<file path="src/sv/gdd_pkg.sv">
// Shared widths, constants, types and calendar functions for the date difference block.
`default_nettype none

package gdd_pkg;

  localparam int DAY_W   = 5;
  localparam int MON_W   = 4;
  localparam int YEAR_W  = 14;
  localparam int DIFF_W  = 23;
  localparam int ACC_W   = 25;
  localparam int OP_W    = 15;
  localparam int PROD_W  = 2 * OP_W;
  localparam int QUO_W   = 8;
  localparam int DOY_W   = 9;

  localparam logic [OP_W-1:0] DAYS_PER_YEAR = 15'd365;
  // ceil(2^21 / 100); exact quotient for dividends below 43690.
  localparam logic [OP_W-1:0] RECIP_100     = 15'd20972;
  localparam int              RECIP_SHIFT   = 21;
  localparam logic [OP_W-1:0] CENTURY       = 15'd100;
  localparam logic [OP_W-1:0] CENTURY_BIAS  = 15'd99;

  localparam logic signed [ACC_W-1:0] DIFF_MAX = 25'sd4194303;
  localparam logic signed [ACC_W-1:0] DIFF_MIN = -25'sd4194304;

  localparam logic [MON_W-1:0] MON_JAN = 4'd1;
  localparam logic [MON_W-1:0] MON_FEB = 4'd2;
  localparam logic [MON_W-1:0] MON_MAR = 4'd3;
  localparam logic [MON_W-1:0] MON_APR = 4'd4;
  localparam logic [MON_W-1:0] MON_MAY = 4'd5;
  localparam logic [MON_W-1:0] MON_JUN = 4'd6;
  localparam logic [MON_W-1:0] MON_JUL = 4'd7;
  localparam logic [MON_W-1:0] MON_AUG = 4'd8;
  localparam logic [MON_W-1:0] MON_SEP = 4'd9;
  localparam logic [MON_W-1:0] MON_OCT = 4'd10;
  localparam logic [MON_W-1:0] MON_NOV = 4'd11;
  localparam logic [MON_W-1:0] MON_DEC = 4'd12;

  typedef enum logic {
    MUL_YEAR,
    MUL_RECIP
  } mul_sel_t;

  typedef struct packed {
    logic     mul_en;
    mul_sel_t mul_sel;
    logic     acc_clr;
    logic     acc_en;
    logic     acc_sub;
  } gdd_ctl_t;

  function automatic logic [DAY_W-1:0] month_len(input logic [MON_W-1:0] m, input logic leap);
    logic [DAY_W-1:0] len;
    case (m)
      MON_FEB: len = leap ? 5'd29 : 5'd28;
      MON_APR, MON_JUN, MON_SEP, MON_NOV: len = 5'd30;
      MON_JAN, MON_MAR, MON_MAY, MON_JUL, MON_AUG, MON_OCT, MON_DEC: len = 5'd31;
      default: len = 5'd0;
    endcase
    return len;
  endfunction

  function automatic logic [DOY_W-1:0] month_start(input logic [MON_W-1:0] m);
    logic [DOY_W-1:0] s;
    case (m)
      MON_JAN: s = 9'd0;
      MON_FEB: s = 9'd31;
      MON_MAR: s = 9'd59;
      MON_APR: s = 9'd90;
      MON_MAY: s = 9'd120;
      MON_JUN: s = 9'd151;
      MON_JUL: s = 9'd181;
      MON_AUG: s = 9'd212;
      MON_SEP: s = 9'd243;
      MON_OCT: s = 9'd273;
      MON_NOV: s = 9'd304;
      MON_DEC: s = 9'd334;
      default: s = 9'd0;
    endcase
    return s;
  endfunction

  // An invalid month has length zero, so any day fails against it.
  function automatic logic date_ok(input logic [DAY_W-1:0] d, input logic [MON_W-1:0] m,
                                   input logic leap);
    return (d != '0) && (d <= month_len(m, leap));
  endfunction

  function automatic logic [DOY_W-1:0] day_of_year(input logic [DAY_W-1:0] d,
                                                   input logic [MON_W-1:0] m,
                                                   input logic leap);
    logic [DOY_W-1:0] n;
    n = month_start(m) + {{(DOY_W-DAY_W){1'b0}}, d} - 9'd1;
    if ((m > MON_FEB) && leap) begin
      n = n + 9'd1;
    end
    return n;
  endfunction

endpackage

`default_nettype wire

</file>
<file path="src/sv/gdd_unit.sv">
// Shared arithmetic unit: one registered constant multiplier and one add/subtract accumulator.
`default_nettype none

module gdd_unit import gdd_pkg::*; (
  input  wire logic                    clk,
  input  wire gdd_ctl_t                ctl,
  input  wire logic [OP_W-1:0]         mul_a,
  input  wire logic signed [ACC_W-1:0] term,
  output logic [PROD_W-1:0]            prod,
  output logic signed [ACC_W-1:0]      acc
);

  logic [OP_W-1:0]         mul_b;
  logic [PROD_W-1:0]       prod_r;
  logic [PROD_W-1:0]       prod_nxt;
  logic signed [ACC_W-1:0] acc_r;
  logic signed [ACC_W-1:0] acc_nxt;

  always_comb begin
    mul_b    = (ctl.mul_sel == MUL_YEAR) ? DAYS_PER_YEAR : RECIP_100;
    prod_nxt = mul_a * mul_b;
    if (ctl.acc_clr) begin
      acc_nxt = '0;
    end else if (ctl.acc_sub) begin
      acc_nxt = acc_r - term;
    end else begin
      acc_nxt = acc_r + term;
    end
  end

  always_ff @(posedge clk) begin
    if (ctl.mul_en) begin
      prod_r <= prod_nxt;
    end
    if (ctl.acc_clr || ctl.acc_en) begin
      acc_r <= acc_nxt;
    end
  end

  assign prod = prod_r;
  assign acc  = acc_r;

endmodule

`default_nettype wire

</file>
<file path="config.mk">
export PLATFORM = sky130hd
export DESIGN_NAME = gdd_unit
export DESIGN_NICKNAME = d
export VERILOG_FILES = /design/src/sv/gdd_pkg.sv /design/src/sv/gdd_unit.sv
export SDC_FILE = /design/constraint.sdc
export NUM_CORES = 1
export LEC_CHECK = 0
export ABC_CLOCK_PERIOD_IN_PS = 11400
export BUFFER_PORTS_ARGS = -buffer_cell sky130_fd_sc_hd__buf_2
export CAP_MARGIN = 20
export CORE_ASPECT_RATIO = 2
export CORE_UTILIZATION = 62
export DETAILED_ROUTE_END_ITERATION = 10
export PLACE_DENSITY = 0.93
export SYNTH_ARGS = -nofsm -noshare
export SYNTH_HDL_FRONTEND = slang
export SYNTH_SLANG_ARGS = --single-unit
</file>
<file path="constraint.sdc">
create_clock -name clk -period 11.4 [get_ports clk]
set_clock_uncertainty 0.1 [all_clocks]
set_input_delay 1.14 -clock clk [delete_from_list [all_inputs] [get_ports clk]]
set_output_delay 1.14 -clock clk [all_outputs]
set_load 0.05 [all_outputs]
</file>
Yosys cells after proc, flatten, opt, wreduce, memory -nomap -nowiden
Cells that the tools add are included.
{ "totals": {"regBits": 55, "out_inout_bits": 55} }
{ "classes": {"n_reduce_logical": 1, "mux": 2, "add_sub_neg": 2, "n_mul": 1} }
{ "op_table": {"columns": ["op", "n"], "rows": [
  ["$mul A15 B15 Y30", 1],
  ["$add A25 B25 Y25", 1],
  ["$mux W25", 1],
  ["$sub A25 B25 Y25", 1],
  ["$mux W15", 1],
  ["$logic_or A1 B1 Y1", 1]
]} }

Longest topological paths before layout
{ "logic_depth": {"word_depth": 2, "ltp_mapped": 23, "depth_no_buf": 22} }

Worst setup path after synthesis
Ideal clock, no wire load.
{ "synth_timing": {"path_type": "in2reg", "from": "in ctl[3] in the netlist's numbering", "to": "reg prod_r[28], in the netlist prod[28], data pin", "path_stages": 22, "setup_time_ns": 0.262, "n_path_buf": 1, "arrival_ns": 6.070, "path_slack_ns": 4.968, "cell_sequence": "clkbuf_1 -> nor2_1 -> ha_1 -> inv_1 -> fa_1 -> inv_1 -> fa_1 -> inv_1 -> fa_1 -> inv_1 -> fa_1 -> inv_1 -> fa_1 -> inv_1 -> ha_1 -> a21oi_1 -> o21ai_0 -> a2111oi_2 -> o311ai_1 -> a21oi_1 -> a21oi_1 -> xor2_1"} }
{ "synth_via": {"elab_chain_len": 2} }
{ "synth_rtl": {"columns": ["item", "line_no", "source"], "rows": [
  ["start, declared", "gdd_unit.sv:6", "input wire gdd_ctl_t ctl,"],
  ["$mux W15", "gdd_unit.sv:20", "mul_b = (ctl.mul_sel == MUL_YEAR) ? DAYS_PER_YEAR : RECIP_100;"],
  ["$mul A15 B15 Y30", "gdd_unit.sv:21", "prod_nxt = mul_a * mul_b;"],
  ["via prod_nxt[28]", "gdd_unit.sv:15", "logic [PROD_W-1:0] prod_nxt;"],
  ["end signal, assigned", "gdd_unit.sv:33", "prod_r <= prod_nxt;"],
  ["end, declared", "gdd_unit.sv:14", "logic [PROD_W-1:0] prod_r;"]
]} }
The timed path passes the listed nets, and every way through them passes these cells.
A chain may end at the register's enable or synchronous reset.

Worst setup path after layout
Ends and elaborated chain as after synthesis.

==> metrics.md <==
| Metric | Value |
|---|---|
| Clock Latency Late Sink | `310 ps` |
| Final Hold Viols | `0` |
| Mapped Cells | `899` |
| GPL Wtd Cong | `0.956` |
| Initial core utilization | `~63%` |
| CP Max Fanout | `36` |
| Sequential element share of the synthesized area | `18.8%` |
| Crit end category | `register` |
| Sw Pwr | `0.00160 W` |
| CTS resizes | `0` |
| Util after Layout | `69.4%` |
| Reg2reg setup slack | `8360 ps` |
| Worst path slowest cell | `a2111oi_2` |
| CP top delay family | `adder cells` |
| Cell taking the most area after synthesis | `ha_1` |
| Fraction of layout cells with a size suffix above 1 | `12.8%` |
| Via density | `6.02` |
| # port buffers | `100` |
| CTS Hold Bufs | `0` |
| Via count | `7126` |
| EDFF count, synth | `55` |
| Total GRT Usage | `between 30% and 40%` |
| Final slew viol count | `0` |
| Worst flop-to-flop path startpoint | `acc[0]` |
| Commonest non-fill, non-tap cell in the layout | `ha_1` |
| GR Overflow Total | `0` |
| Hold Path Class | `register to register` |
| Fmax | `142 MHz` |
| Routed Wire Length | `22.0 mm` |
| Post-synth cell types | `62` |
| Area of the multi-input gates | `6540 um^2` |
| Ys flop type | `edfxtp_1` |
| Longest Clk Path Bufs | `2` |
| Drt wl/cell | `approximately 19 um` |
| Critical path depth | `22` |
| Filler cells | `1093` |
| Most frequent cells in the layout | `ha_1 (177), inv_1 (145), buf_2 (100), fa_1 (75), nor2_1 (60)` |
| Die width | `86.1 um` |
| Max-Cap Viols | `0` |
| Initial antenna violation count | `0` |
| Drc violations | `0` |
| CP bufs+invs | `5` |
| Core ar. | `approximately 14000 um^2` |
| Pwr/cell area | `311 nW/um^2` |
| Global-route wire length before repair | `35.2 mm` |
| CTS tree | `yes` |
| Post-synth ARST share | `0%` |
| Internal power | `0.00139 W` |
| Worst EP arrival | `6980 ps` |
| Dpl ws | `4190 ps` |
| Die extent in y | `170 um` |
| Post-route minimum period | `7020 ps` |
| Number of DRC markers in iteration 0 | `396` |
| CTS Buf Count | `5` |
| Htree depth | `2` |
| RR Endpoint | `acc[22]` |
| Mapped Avg Cell Area | `between 9 and 10 um^2` |
| CP Data Required Time | `11360 ps` |
| Setup TNS | `0 ps` |
| Clock power share | `under 10%` |
| Syn nets | `1197` |
| Status | `finished, final reports clean` |
| Reg clk slew, reported paths | `roughly 80 ps` |
| Combinational fraction of design power | `between 70% and 80%` |
| Yosys warns | `0` |
| Cell Area, Synth | `8780 um^2` |
| Reg2Reg Depth | `11` |
| Vias in the first global route | `around 7600` |
| Post-CTS Setup Repair Bufs | `0` |
| Area share of the largest cell type after synthesis | `25.2%` |
| Register Area | `1650 um^2` |
| Worst-Margin Slew | `941 ps` |
| Boundary Pins | `just over 100` |
| Placed inst area | `9470 um^2` |
| # diodes | `0` |
| CP startpoint | `ctl[3]` |
| Leakage power | `5.00 nW` |
| RSZ-0062 raised after global routing | `false` |
| Drt pass-1 iters | `5` |
| Die area | `14700 um^2` |
| Period utilisation layout | `61.6%` |
| Area contributors post-synth | `ha_1 (25%), edfxtp_1 (19%), fa_1 (17%)` |
| Slowest stage delay, CP | `just over 600 ps` |
| Nets@finish | `1291` |
| Design area | `slightly below 10000 um^2` |
| Worst VDD drop | `0.145 mV` |
| Worst-path cell chain | `buf_2, and2_1, xor2_1, ha_1, a21o_1, ha_1, fa_1, inv_1, fa_1, inv_1, fa_1, inv_1, fa_1, inv_1, ha_1, a21oi_1, o21ai_0, a2111oi_2, o311ai_1, a21oi_1, a21oi_1, xor2_1` |
| CTS Sinks | `55` |
| Flip-flop and latch count after synthesis | `55` |
| Switch share | `~53%` |
| Setup CP Type | `input port to register` |
| Slew margin rel. | `36.6%` |
| Post-DP HPWL | `roughly 18 mm` |
| Final setup margin | `4380 ps` |
| Post-DRT Antenna Nets | `0` |
| Final setup vio count | `0` |
| Flop pwr share | `14.6%` |
| Crit path to | `prod[28]` |
| Largest net degree at the start of global routing | `37` |
| Area grow syn2layout | `9.80%` |
| Type of origin of the critical path | `input port` |
| FP Rows | `61` |
| CTS Root Cell | `clkbuf_16` |
[how the worst min path moves through the flow]
stage | from | end | slack [ps] | cells past startpoint
detailed placement | acc[0] | acc[0] | 670 | 3
global placement | acc[0] | acc[0] | 640 | 3
finish | acc[0] | acc[0] | 680 | 3
global route | acc[0] | acc[0] | 700 | 3
floorplan | acc[0] | acc[0] | 920 | 3
CTS | acc[0] | acc[0] | 680 | 3
[tightest hold or removal path, cell delays in order, from the launching register on]
cell,delay [ps]
edfxtp_1,390
inv_1,70
ha_1,120
nor2_1,40
[state kept, by name, indices dropped and copies added (netlist names)]
| register | count |
|---|---|
| acc | 25 |
| prod | 30 |
[cells in the mapped netlist (all sizes together), types with 4 or more instances]
cell type	instances
ha	177
inv	145
fa	75
nor2	60
edfxtp	55
a21oi	53
xnor2	42
a21o	28
nor3	23
o21ai	23
xor2	22
and2	21
nand2	21
nor2b	20
and3	14
clkbuf	12
o21a	10
a211oi	8
nand3	8
o211ai	7
a31oi	6
nand4	6
o21bai	6
or3	6
a211o	4
a21boi	4
mux2	4
[power by group through the flow]
stage	clock network (W)	registers (W)	logic, W
after floorplan	0	0.000712	0.00152
after global placement	0	0.000437	0.00222
after detailed placement	0	0.000440	0.00231
after CTS	0.000184	0.000435	0.00232
after global routing	0.000190	0.000444	0.00258
final	0.000184	0.000436	0.00237
[kinds of logic (layout without fill, tap and decap cells)]
| group | count (synthesis) | count (layout) | synth area share [%] |
|---|---|---|---|
| AOI/OAI and AO/OA | 170 | 170 | 13.4 |
| xor gates and xnor gates | 64 | 64 | 6.38 |
| adders and majority gates | 252 | 252 | 42.3 |
| buffers and inverters | 158 | 253 | 6.75 |
| DFF | 55 | 55 | 18.8 |
| muxes | 6 | 6 | 0.741 |
| and+or+nand+nor | 194 | 194 | 11.6 |
[area by class of cell]
class                           count  share of cell area, %
Timing Repair Buffer              100                   5.19
Inverter                          145                   5.65
Clock inverter                      3                  0.493
Sequential cell                    55                   17.1
Clock buffer                        5                   1.30
Tap cell                          189                   2.45
Multi-Input combinational cell    686                   67.8
[routing by layer]
metal  global-route usage, %  vias up  share of wire (%)
li1                        -     3307                  -
met1                    29.4     3394                 33
met2                    59.1      322                 55
met3                    5.29      103                5.2
met4                    21.8        0                6.7
met5                       0        -                  0
[stage by stage]
stage                     hold WS [ps]  instances  power, W
after global placement             639       1175   0.00265
after global routing               704       1183   0.00322
final                              684       1183   0.00299
after floorplan                    923        899   0.00223
after detailed placement           673       1175   0.00275
after CTS                          684       1183   0.00294
No activity file was read; power rests on OpenSTA's default activity.
